$ cat config.mk
export PLATFORM = sky130hd
export DESIGN_NAME = zone_occupancy_dwell_monitor_top
export DESIGN_NICKNAME = d
export VERILOG_FILES = /design/src/design/zodm_pkg.sv /design/src/design/zodm_front.sv /design/src/design/zodm_queue.sv /design/src/design/zodm_back.sv /design/src/design/zone_occupancy_dwell_monitor_top.sv
export SDC_FILE = /design/constraint.sdc
export NUM_CORES = 1
export LEC_CHECK = 0
export BUFFER_PORTS_ARGS = -buffer_cell sky130_fd_sc_hd__buf_2
export CORE_MARGIN = 10
export CORE_UTILIZATION = 47
export DETAILED_ROUTE_END_ITERATION = 12
export SYNTH_ARGS = -nofsm -noshare
export SYNTH_HDL_FRONTEND = slang
export SYNTH_SLANG_ARGS = --single-unit
$ cat constraint.sdc
create_clock -name clk -period 5.6 [get_ports clk]
set_clock_uncertainty 0.1 [all_clocks]
set_input_delay 0 -clock clk [delete_from_list [all_inputs] [get_ports clk]]
set_output_delay 0 -clock clk [all_outputs]
set_load 0.01 [all_outputs]
$ cat src/design/zodm_pkg.sv
`default_nettype none

package zodm_pkg;

	localparam int unsigned FIELD_HEIGHT = 2000;

	localparam int unsigned BOUND_W = 12;
	localparam int unsigned POS_W   = 16;
	localparam int unsigned TIME_W  = 32;
	localparam int unsigned CMP_W   = 17;

	localparam int unsigned Q_DEPTH = 4;
	localparam int unsigned Q_PTR_W = $clog2(Q_DEPTH);
	localparam int unsigned Q_CNT_W = $clog2(Q_DEPTH + 1);

	localparam logic OP_POS = 1'b0;
	localparam logic OP_EOF = 1'b1;

	localparam int unsigned CFG_IDX_W  = 3;
	localparam int unsigned CFG_DATA_W = 32;

	localparam logic [CFG_IDX_W-1:0] REG_X_BOUND_A       = 3'd0;
	localparam logic [CFG_IDX_W-1:0] REG_X_BOUND_B       = 3'd1;
	localparam logic [CFG_IDX_W-1:0] REG_Y_BOUND_A       = 3'd2;
	localparam logic [CFG_IDX_W-1:0] REG_Y_BOUND_B       = 3'd3;
	localparam logic [CFG_IDX_W-1:0] REG_DWELL_THRESHOLD = 3'd4;
	localparam logic [CFG_IDX_W-1:0] REG_MIRROR_Y        = 3'd5;
	localparam logic [CFG_IDX_W-1:0] REG_ZONE_ON         = 3'd6;

	typedef enum logic [1:0] {
		ST_EMPTY    = 2'd0,
		ST_OCCUPIED = 2'd1,
		ST_DWELL    = 2'd2,
		ST_LEFT     = 2'd3
	} zone_st_t;

	typedef struct packed {
		logic                     operation;
		logic signed [POS_W-1:0]  pos_x;
		logic signed [POS_W-1:0]  pos_y;
		logic [TIME_W-1:0]        now_time;
	} in_word_t;

	typedef struct packed {
		logic [1:0]        zone_state;
		logic [TIME_W-1:0] presence_time;
		logic              entered;
		logic              dwell_reached;
		logic              left;
	} out_word_t;

	typedef struct packed {
		logic [BOUND_W-1:0] x_bound_a;
		logic [BOUND_W-1:0] x_bound_b;
		logic [BOUND_W-1:0] y_bound_a;
		logic [BOUND_W-1:0] y_bound_b;
		logic               mirror_y;
		logic               zone_on;
	} zone_cfg_t;

	typedef struct packed {
		logic              is_eof;
		logic              hit;
		logic [TIME_W-1:0] now_time;
	} item_t;

endpackage

`default_nettype wire

$ cat src/design/zodm_front.sv
`default_nettype none

module zodm_front
	import zodm_pkg::*;
(
	input  wire logic      clk,
	input  wire logic      arst_n,
	input  wire zone_cfg_t zone_cfg,
	input  wire logic      item_valid,
	output logic           item_ready,
	input  wire in_word_t  item,
	output logic           push_valid,
	input  wire logic      push_ready,
	output item_t          push_item
);

	localparam logic signed [CMP_W-1:0] FH = CMP_W'(FIELD_HEIGHT);

	logic signed [CMP_W-1:0] xa, xb, ya, yb, px, py;
	logic signed [CMP_W-1:0] x_lo, x_hi, y_lo, y_hi;
	logic                    hit;
	logic                    valid_s1;
	item_t                   item_s1;

	always_comb begin
		xa = $signed({{(CMP_W-BOUND_W){1'b0}}, zone_cfg.x_bound_a});
		xb = $signed({{(CMP_W-BOUND_W){1'b0}}, zone_cfg.x_bound_b});
		ya = $signed({{(CMP_W-BOUND_W){1'b0}}, zone_cfg.y_bound_a});
		yb = $signed({{(CMP_W-BOUND_W){1'b0}}, zone_cfg.y_bound_b});
		if (zone_cfg.mirror_y) begin
			ya = FH - ya;
			yb = FH - yb;
		end
		px = CMP_W'(item.pos_x);
		py = CMP_W'(item.pos_y);
		x_lo = (xa < xb) ? xa : xb;
		x_hi = (xa < xb) ? xb : xa;
		y_lo = (ya < yb) ? ya : yb;
		y_hi = (ya < yb) ? yb : ya;
		hit = zone_cfg.zone_on && (px >= x_lo) && (px <= x_hi)
			&& (py >= y_lo) && (py <= y_hi);
	end

	assign item_ready = !valid_s1 || push_ready;

	always_ff @(posedge clk or negedge arst_n) begin
		if (!arst_n) begin
			valid_s1 <= 1'b0;
		end else if (item_ready) begin
			valid_s1 <= item_valid;
		end
	end

	always_ff @(posedge clk) begin
		if (item_ready && item_valid) begin
			item_s1.is_eof   <= (item.operation == OP_EOF);
			item_s1.hit      <= hit;
			item_s1.now_time <= item.now_time;
		end
	end

	assign push_valid = valid_s1;
	assign push_item  = item_s1;

endmodule

`default_nettype wire

$ cat src/design/zodm_queue.sv
`default_nettype none

module zodm_queue
	import zodm_pkg::*;
(
	input  wire logic  clk,
	input  wire logic  arst_n,
	input  wire logic  push_valid,
	output logic       push_ready,
	input  wire item_t push_item,
	output logic       pop_valid,
	input  wire logic  pop_ready,
	output item_t      pop_item
);

	item_t              mem_q [Q_DEPTH];
	logic [Q_PTR_W-1:0] wr_ptr_q, rd_ptr_q;
	logic [Q_CNT_W-1:0] count_q;
	logic               do_push, do_pop;

	assign push_ready = (count_q != Q_CNT_W'(Q_DEPTH));
	assign pop_valid  = (count_q != '0);
	assign pop_item   = mem_q[rd_ptr_q];
	assign do_push    = push_valid && push_ready;
	assign do_pop     = pop_valid && pop_ready;

	always_ff @(posedge clk or negedge arst_n) begin
		if (!arst_n) begin
			wr_ptr_q <= '0;
			rd_ptr_q <= '0;
			count_q  <= '0;
		end else begin
			if (do_push) begin
				wr_ptr_q <= wr_ptr_q + 1'b1;
			end
			if (do_pop) begin
				rd_ptr_q <= rd_ptr_q + 1'b1;
			end
			if (do_push && !do_pop) begin
				count_q <= count_q + 1'b1;
			end else if (do_pop && !do_push) begin
				count_q <= count_q - 1'b1;
			end
		end
	end

	always_ff @(posedge clk) begin
		if (do_push) begin
			mem_q[wr_ptr_q] <= push_item;
		end
	end

endmodule

`default_nettype wire

$ cat src/design/zodm_back.sv
`default_nettype none

module zodm_back
	import zodm_pkg::*;
(
	input  wire logic              clk,
	input  wire logic              arst_n,
	input  wire logic [TIME_W-1:0] dwell_threshold,
	input  wire logic              pop_valid,
	output logic                   pop_ready,
	input  wire item_t             pop_item,
	output logic                   result_valid,
	input  wire logic              result_ready,
	output out_word_t              result
);

	zone_st_t          state_q, state_nxt;
	logic              seen_q;
	logic [TIME_W-1:0] entry_time_q, elapsed_q, diff;
	logic              dwell_hit, step;
	logic              entered, dwell_pulse, left_pulse, upd_elapsed;
	logic              out_valid_q;
	out_word_t         out_q;

	assign pop_ready = !pop_item.is_eof || !out_valid_q || result_ready;
	assign step      = pop_valid && pop_ready && pop_item.is_eof;
	assign diff      = pop_item.now_time - entry_time_q;
	assign dwell_hit = (dwell_threshold != '0) && (diff > dwell_threshold);

	// next state
	always_comb begin
		state_nxt = state_q;
		case (state_q)
			ST_EMPTY: begin
				if (seen_q) state_nxt = ST_OCCUPIED;
			end
			ST_OCCUPIED: begin
				if (!seen_q) state_nxt = ST_LEFT;
				else if (dwell_hit) state_nxt = ST_DWELL;
			end
			ST_DWELL: begin
				if (!seen_q) state_nxt = ST_LEFT;
			end
			ST_LEFT: begin
				state_nxt = ST_EMPTY;
			end
			default: begin
				state_nxt = ST_EMPTY;
			end
		endcase
	end

	// pulses and updates
	always_comb begin
		entered     = 1'b0;
		dwell_pulse = 1'b0;
		left_pulse  = 1'b0;
		upd_elapsed = 1'b0;
		case (state_q)
			ST_EMPTY: begin
				entered = seen_q;
			end
			ST_OCCUPIED: begin
				upd_elapsed = seen_q;
				dwell_pulse = seen_q && dwell_hit;
			end
			ST_DWELL: begin
				entered = 1'b0;
			end
			ST_LEFT: begin
				left_pulse = 1'b1;
			end
			default: begin
				left_pulse = 1'b0;
			end
		endcase
	end

	always_ff @(posedge clk or negedge arst_n) begin
		if (!arst_n) begin
			state_q      <= ST_EMPTY;
			seen_q       <= 1'b0;
			entry_time_q <= '0;
			elapsed_q    <= '0;
			out_valid_q  <= 1'b0;
		end else begin
			if (pop_valid && pop_ready && !pop_item.is_eof) begin
				seen_q <= seen_q | pop_item.hit;
			end
			if (step) begin
				state_q <= state_nxt;
				seen_q  <= 1'b0;
				if (entered) begin
					entry_time_q <= pop_item.now_time;
				end
				if (upd_elapsed) begin
					elapsed_q <= diff;
				end
				out_valid_q <= 1'b1;
			end else if (result_ready) begin
				out_valid_q <= 1'b0;
			end
		end
	end

	always_ff @(posedge clk) begin
		if (step) begin
			out_q.zone_state    <= state_nxt;
			out_q.presence_time <= upd_elapsed ? diff : elapsed_q;
			out_q.entered       <= entered;
			out_q.dwell_reached <= dwell_pulse;
			out_q.left          <= left_pulse;
		end
	end

	assign result_valid = out_valid_q;
	assign result       = out_q;

endmodule

`default_nettype wire

$ cat src/design/zone_occupancy_dwell_monitor_top.sv
`default_nettype none

// Monitors one rectangular zone. Position words (operation 0) are tested against
// the rectangle (inclusive, bounds in either order, y bounds optionally mirrored
// about the field height) and give no result; an end-of-frame word (operation 1)
// steps the empty / occupied / dwell / just-left machine and gives one result word.
// One word is accepted per cycle while the queue has room: the front registers the
// rectangle test, a four-entry queue follows, and the back retires one queue entry per
// cycle into an output register, stalling only when an end-of-frame result finds that
// register still full. With the queue empty, an end-of-frame word passes the front
// register and a queue entry before its result lands in the output register.
// Write the configuration registers only while the block is idle.
module zone_occupancy_dwell_monitor_top
	import zodm_pkg::*;
(
	input  wire logic                  clk,
	input  wire logic                  arst_n,
	input  wire logic                  cfg_we,
	input  wire logic [CFG_IDX_W-1:0]  cfg_idx,
	input  wire logic [CFG_DATA_W-1:0] cfg_data,
	input  wire logic                  item_valid,
	output logic                       item_ready,
	input  wire in_word_t              item,
	output logic                       result_valid,
	input  wire logic                  result_ready,
	output out_word_t                  result
);

	zone_cfg_t         zone_cfg_q;
	logic [TIME_W-1:0] dwell_threshold_q;
	logic              push_valid, push_ready, pop_valid, pop_ready;
	item_t             push_item, pop_item;

	always_ff @(posedge clk or negedge arst_n) begin
		if (!arst_n) begin
			zone_cfg_q        <= '0;
			dwell_threshold_q <= '0;
		end else if (cfg_we) begin
			case (cfg_idx)
				REG_X_BOUND_A:       zone_cfg_q.x_bound_a <= cfg_data[BOUND_W-1:0];
				REG_X_BOUND_B:       zone_cfg_q.x_bound_b <= cfg_data[BOUND_W-1:0];
				REG_Y_BOUND_A:       zone_cfg_q.y_bound_a <= cfg_data[BOUND_W-1:0];
				REG_Y_BOUND_B:       zone_cfg_q.y_bound_b <= cfg_data[BOUND_W-1:0];
				REG_DWELL_THRESHOLD: dwell_threshold_q    <= cfg_data[TIME_W-1:0];
				REG_MIRROR_Y:        zone_cfg_q.mirror_y  <= cfg_data[0];
				REG_ZONE_ON:         zone_cfg_q.zone_on   <= cfg_data[0];
				default: begin
				end
			endcase
		end
	end

	zodm_front u_front (
		.clk        (clk),
		.arst_n     (arst_n),
		.zone_cfg   (zone_cfg_q),
		.item_valid (item_valid),
		.item_ready (item_ready),
		.item       (item),
		.push_valid (push_valid),
		.push_ready (push_ready),
		.push_item  (push_item)
	);

	zodm_queue u_queue (
		.clk        (clk),
		.arst_n     (arst_n),
		.push_valid (push_valid),
		.push_ready (push_ready),
		.push_item  (push_item),
		.pop_valid  (pop_valid),
		.pop_ready  (pop_ready),
		.pop_item   (pop_item)
	);

	zodm_back u_back (
		.clk             (clk),
		.arst_n          (arst_n),
		.dwell_threshold (dwell_threshold_q),
		.pop_valid       (pop_valid),
		.pop_ready       (pop_ready),
		.pop_item        (pop_item),
		.result_valid    (result_valid),
		.result_ready    (result_ready),
		.result          (result)
	);

endmodule

`default_nettype wire

==> flow_metrics.tcl, run 1 <==
set metrics [dict create \
    routed_wl_um 44300 \
    dpl.cell_count 2249 \
    cp_slowest_cell "dfrtp_2" \
    fin_util 0.567 \
    grt_pass1_vias 13100 \
    post-route-drc-count 0 \
    stdcell_count 2404 \
    crit_chain "nor4_2, nor2b_1, nand2_1, xor2_1, ha_1, a21o_1, a2111oi_2, o31ai_2, o2111ai_1, a21oi_1, a21o_1, buf_12, mux2_1, ha_1, nand4_1, nor4_2, nor4b_1, a221oi_1, o211ai_1, a211oi_2" \
    yosysWarningCount 0 \
    rows 73 \
    vias_per_cell 5.40 \
    clock_sinks 365 \
    mostFrequentLayoutCells "207 x edfxtp_1, 166 x nand2_1, 155 x dfrtp_1" \
    coreArea_um2 40000 \
    cts_buffers 40 \
    place.gp.congestion 0.850 \
    die_x_um 222 \
    clock.fmax_mhz 188 \
    io_pins 144 \
    cts_tree "yes" \
    syn_inst 1614 \
    layout_commonest_cell "edfxtp_1" \
    worstPathArrival_ps 5550 \
    synth.distinct_cells 68 \
    peakVddDrop_mv 0.335 \
    max_slew_margin 0.253 \
    fin_tns_setup_ps 0 \
    setup_viol 0 \
    first_iter_violations 905 \
    ys_seq_area_frac 0.531 \
    start_kind "register" \
    fin_nets 2103 \
    report.final.slew_viol_count 0 \
    critical_path_class "register to register" \
    avgSynthCellArea_um2 11.9 \
    firstDrtPassIters 5 \
    insertion_delay_ps 540 \
    status "finished clean" \
    power.density_nw_per_um2 673 \
    synth_fp_nets 1870 \
    critPathMaxStageDelay_ps 440 \
    antenna_found_initial 0 \
    async_flop_share 0.433 \
    synth_ff_type "edfxtp_1" \
    drv_cap 0 \
    fin_crit_sh 0.949 \
    drive_gt1_frac 0.206 \
    die_area_um2 49200 \
    antenna_left 0 \
    grt_util_all_layers 0.175 \
    synth_edf_count 207 \
    port_buffers 143 \
    p_leak_nw 9.48 \
    synth_seq_cells 365 \
    crit_fanout 24 \
    hold-worst-slack_ps 22.7 \
    grt_pass1_wl_um 70700 \
    syn_to_final_growth_pct 18.6 \
    worst_pin_slew_ps 1120 \
    clk_path_buf_depth 3 \
    required_ps 5830 \
    overflow 0 \
    min_path_type "primary input to async pin" \
    power_mw 15.3 \
    fin_crit_ps 5320 \
    wl_per_cell_um 18.4 \
    insertedDiodeCount 0 \
    grt_max_degree 101 \
    num_vias 13000 \
    initial_core_util 0.479 \
    die_height_um 222 \
    path_clk_slew_ps 60 \
    synth_area_um2 19100 \
    worst_setup_path_end_kind "register" \
    finalHoldViolCount 0 \
    hpwl_um 32300 \
    cts_root_buf "clkbuf_16" \
    htreeDepth 2 \
]
[what timing repair did]
item,in CTS,in global routing
buffers inserted,0,3
hold buffers,78,0
setup endpoints to repair,1,6
hold endpoints to repair,219,0
gates resized for setup,2,26
pin swaps,1,4
[cell usage after synthesis, drive strengths merged (3+ instances only)]
cell | number | share of area
o31a | 3 | 0.0014
nor2 | 48 | 0.0094
buf | 18 | 0.0053
a21o | 17 | 0.0067
nand3 | 20 | 0.0055
edfxtp | 207 | 0.32
o211ai | 16 | 0.0063
nand2 | 166 | 0.033
a2111oi | 5 | 0.0023
mux2i | 27 | 0.014
inv | 140 | 0.027
o21ai | 156 | 0.041
o21bai | 4 | 0.0016
xor2 | 28 | 0.013
and2 | 6 | 0.0020
a31oi | 6 | 0.0020
mux4 | 34 | 0.040
a21boi | 4 | 0.0016
nand4b | 3 | 0.0014
a211oi | 7 | 0.0027
o2111ai | 3 | 0.0014
nor3b | 5 | 0.0020
a21oi | 82 | 0.022
clkbuf | 37 | 0.0073
and3 | 3 | 0.00098
nand4 | 33 | 0.011
mux2 | 101 | 0.059
a211o | 3 | 0.0014
o31ai | 6 | 0.0024
ha | 149 | 0.097
nor2b | 17 | 0.0056
nor3 | 14 | 0.0037
nor4 | 16 | 0.0052
xnor2 | 25 | 0.011
o21a | 4 | 0.0016
dfrtp | 158 | 0.21
a221oi | 4 | 0.0018
nand2b | 11 | 0.0036
[registers in the layout (all words and copies together) (netlist names), 3 cells and up]
register / cells
dwell_threshold_q: 32
u_back.result: 37
u_front.push_item: 34
u_queue.count_q: 3
u_back.elapsed_q: 32
u_back.entry_time_q: 32
u_queue.mem_q: 136
zone_cfg_q: 50
[cell type report]
| type | instances | area, um^2 |
|---|---|---|
| Timing Repair Buffer | 246 | 1730 |
| Clock buffer | 46 | 1040 |
| Inverter | 140 | 526 |
| Multi-Input combinational cell | 1054 | 8330 |
| Fill cell | 3395 | 17300 |
| Sequential cell | 365 | 10200 |
| Tap cell | 525 | 657 |
| Clock inverter | 28 | 239 |
[stage by stage]
stage               instance area, um^2  setup slack [ps]
finish                            22700               284
global route                      22700             -73.2
CTS                               22600              70.8
detailed placement                20500              -207
global placement                  20500              -248
floorplan                         19100               610
[critical path: cells and delay by family, from the launching register on]
family                     cells  cell delay, ps
and+or+nand+nor                6            1060
adders and majority gates      2             600
AOI/OAI and AO/OA              9            2150
muxes                          1             320
DFF                            1             440
xor gates and xnor gates       1             260
buffers and inverters          1             170
[final timing paths]
path | from | endpoint | slack (ps) | depth (start not counted)
setup / recovery | zone_cfg_q[2]$_DFFE_PN0P_ | u_front.push_item[32]$_DFFE_PP_ | 280 | 20
hold / removal | arst_n | zone_cfg_q[15]$_DFFE_PN0P_ | 20 | 2
setup reg to reg | zone_cfg_q[2]$_DFFE_PN0P_ | u_front.push_item[32]$_DFFE_PP_ | 280 | 20
hold reg to reg | u_back.elapsed_q[4]$_DFFE_PN0P_ | u_back.elapsed_q[4]$_DFFE_PN0P_ | 370 | 2
max in group asynchronous | arst_n | u_back.entry_time_q[24]$_DFFE_PN0P_ | 4000 | 3
min in group clk | item[52] | u_front.push_item[32]$_DFFE_PP_ | 60 | 5
[report_power, final]
part | total (mW) | switching (mW) | leakage [nW] | internal (mW)
sequential | 4.26 | 0.421 | 3.87 | 3.83
clock | 2.54 | 1.09 | 0.618 | 1.45
combinational | 8.48 | 5.07 | 4.99 | 3.41
total | 15.3 | 6.58 | 9.48 | 8.70
[cells by family after synthesis]
kind of cell / share of synthesized area
fa+ha+maj: 0.0995
simple gates: 0.0873
compound gates: 0.104
flops: 0.531
buf+inv: 0.0400
xor+xnor: 0.0242
mux: 0.114
[routing by layer]
metal	track usage	vias to the layer above	wire length, um
li1	-	6384	-
met1	0.249	6307	21200
met2	0.280	251	20700
met3	0.0252	44	1790
met4	0.0324	0	550
met5	0	-	0
No activity file was read; power rests on OpenSTA's default activity.
==> inputs of run 2 (changes only) <==
--- a/config.mk
+++ b/config.mk
@@ -9,6 +9,8 @@
 export CORE_MARGIN = 10
 export CORE_UTILIZATION = 47
 export DETAILED_ROUTE_END_ITERATION = 12
+export PLACE_DENSITY = 0.7
 export SYNTH_ARGS = -nofsm -noshare
 export SYNTH_HDL_FRONTEND = slang
+export SYNTH_HIERARCHICAL = 1
 export SYNTH_SLANG_ARGS = --single-unit
==> flow_metrics.tcl, run 2 <==
set metrics [dict create \
    status "finished clean" \
    avgSynthCellArea_um2 12.4 \
    coreArea_um2 40800 \
    p_leak_nw 9.60 \
    fin_tns_setup_ps 0 \
    yosysMostFrequentCell "edfxtp_1" \
    max_slew_margin 0.328 \
    cts_buffers 40 \
    synth.distinct_cells 76 \
    place.gp.congestion 0.880 \
    cts_tree "yes" \
    antenna_left 0 \
    synth_common_cells "207 x edfxtp_1, 158 x dfrtp_1, 149 x ha_1" \
    layout_commonest_cell "edfxtp_1" \
    clock.fmax_mhz 187 \
    worst_pin_slew_ps 1010 \
    port_buffers 143 \
    yosysWarningCount 6 \
    drv_cap 0 \
    synth_edf_count 207 \
    required_ps 5870 \
    die_x_um 223 \
    antenna_found_initial 4 \
    rsz0062_at_grt "no" \
    vias_per_cell 5.39 \
    grt_pass1_wl_um 69700 \
    mostFrequentLayoutCells "207 x edfxtp_1, 156 x dfrtp_1, 147 x nand2_1" \
    start_kind "register" \
    clk_path_buf_depth 3 \
    first_iter_violations 918 \
    synth_area_um2 19400 \
    report.final.slew_viol_count 0 \
    io_pins 144 \
    cts_root_buf "clkbuf_16" \
    path_clk_slew_ps 60 \
    rows 74 \
    grt_max_degree 93 \
    clock_sinks 365 \
    drive_gt1_frac 0.227 \
    worstPathArrival_ps 5620 \
    finalHoldViolCount 0 \
    wl_per_cell_um 18.3 \
    synth_ff_type "edfxtp_1" \
    setup_viol 0 \
    reg2reg_slack_ps 250 \
    insertion_delay_ps 530 \
    ys_seq_area_frac 0.523 \
    synth_seq_cells 365 \
    post-route-drc-count 0 \
    fin_crit_ps 5350 \
    fin_util 0.562 \
    fin_nets 2064 \
    htreeDepth 2 \
    overflow 0 \
    grt_util_all_layers 0.171 \
    critical_path_class "register to register" \
    worst_setup_path_end_kind "register" \
    min_path_type "primary input to async pin" \
    initial_core_util 0.476 \
    grt_pass1_vias 13000 \
    largest_reg_flops 136 \
    peakVddDrop_mv 0.325 \
    die_area_um2 49900 \
    syn_to_final_growth_pct 18.2 \
    syn_inst 1572 \
    async_flop_share 0.433 \
    fin_crit_sh 0.955 \
    routed_wl_um 43500 \
    yosysTopAreaCell "edfxtp_1" \
    power_mw 15.2 \
    crit_fanout 5 \
    pre_cts_ws_ps 14.5 \
    power.density_nw_per_um2 662 \
    hpwl_um 31800 \
    regMostFlops "u_queue/mem_q" \
    synth_fp_nets 1828 \
    synth_area_leaders "edfxtp_1 32%, dfrtp_1 20%, ha_1 9.6%" \
    die_height_um 223 \
    fin_ws_ps 250 \
    synth_top_area_frac 0.320 \
    num_vias 12800 \
    firstDrtPassIters 5 \
]
==> run 2: area by class of cell <==
cell class,count,area (um^2)
multi-input cells,1026,8560
repair buffers,247,1730
well taps,532,666
clock inverters,17,218
flip-flops and latches,365,10200
inverters,128,480
clock buffers,56,1110
fillers,3377,17900
diodes,4,10.0
==> run 2: routing by layer <==
| metal | global-route usage | vias up | part of all wire |
|---|---|---|---|
| li1 | - | 6259 | - |
| met1 | 0.224 | 6231 | 0.44 |
| met2 | 0.289 | 247 | 0.50 |
| met3 | 0.0237 | 57 | 0.034 |
| met4 | 0.0517 | 0 | 0.023 |
| met5 | 0 | - | 0 |
==> run 2: report_power, final <==
part | internal, mW | total, mW | leakage [nW] | switching [mW]
Combinational | 3.44 | 8.30 | 5.10 | 4.87
Clock | 1.59 | 2.63 | 0.641 | 1.04
Sequential | 3.83 | 4.28 | 3.86 | 0.450
==> run 2: final timing paths <==
check,startpoint,end,depth (start not counted)
worst min-delay path,arst_n,dwell_threshold_q[21]$_DFFE_PN0P_,2
worst max-delay path,zone_cfg_q[14]$_DFFE_PN0P_,u_front/push_item[32]$_DFFE_PP_,21
min in group clk,item[46],u_front/push_item[32]$_DFFE_PP_,5
worst min register to register,u_back/elapsed_q[1]$_DFFE_PN0P_,u_back/elapsed_q[1]$_DFFE_PN0P_,2
max in group asynchronous,arst_n,zone_cfg_q[14]$_DFFE_PN0P_,3
worst max register to register,zone_cfg_q[14]$_DFFE_PN0P_,u_front/push_item[32]$_DFFE_PP_,21
==> run 2: per-stage QoR <==
stage          cells  hold slack, ps  instance area [um^2]
3_3_place_gp    2217            48.4                 20700
2_1_floorplan   1572            -396                 19400
4_1_cts         2365            43.8                 22800
3_5_place_dp    2217            59.7                 20700
6_report        2375            59.8                 23000
5_1_grt         2375            62.5                 23000
==> run 2: timing repair <==
action | in CTS | in global routing
resized for setup | 1 | 30
hold endpoints to repair | 212 | 0
setup buffers | 0 | 6
pin swaps | 0 | 11
endpoints found under the setup margin | 1 | 5
hold buffers | 75 | 0
==> run 2: cell families after synthesis <==
group           after synthesis  share of synthesized area
flops                       365                      0.523
simple gates                340                     0.0859
compound gates              306                     0.0963
buf+inv                     181                     0.0441
mux                         173                      0.127
fa+ha+maj                   151                     0.0980
xor+xnor                     56                     0.0252
==> run 2: worst max-delay path: stages (launching register included) <==
cell	delay, ps
dfrtp_2	430
inv_2	80
ha_2	180
or3b_2	450
a21oi_2	160
nand3b_1	170
o21ai_1	100
xor2_1	280
inv_1	70
ha_1	310
a21o_1	180
a21o_1	200
a221oi_4	290
and2_4	230
mux2_2	350
ha_1	320
nand4_1	110
or3_4	400
o31a_1	270
o41ai_2	80
o2111ai_1	210
nor3_2	240
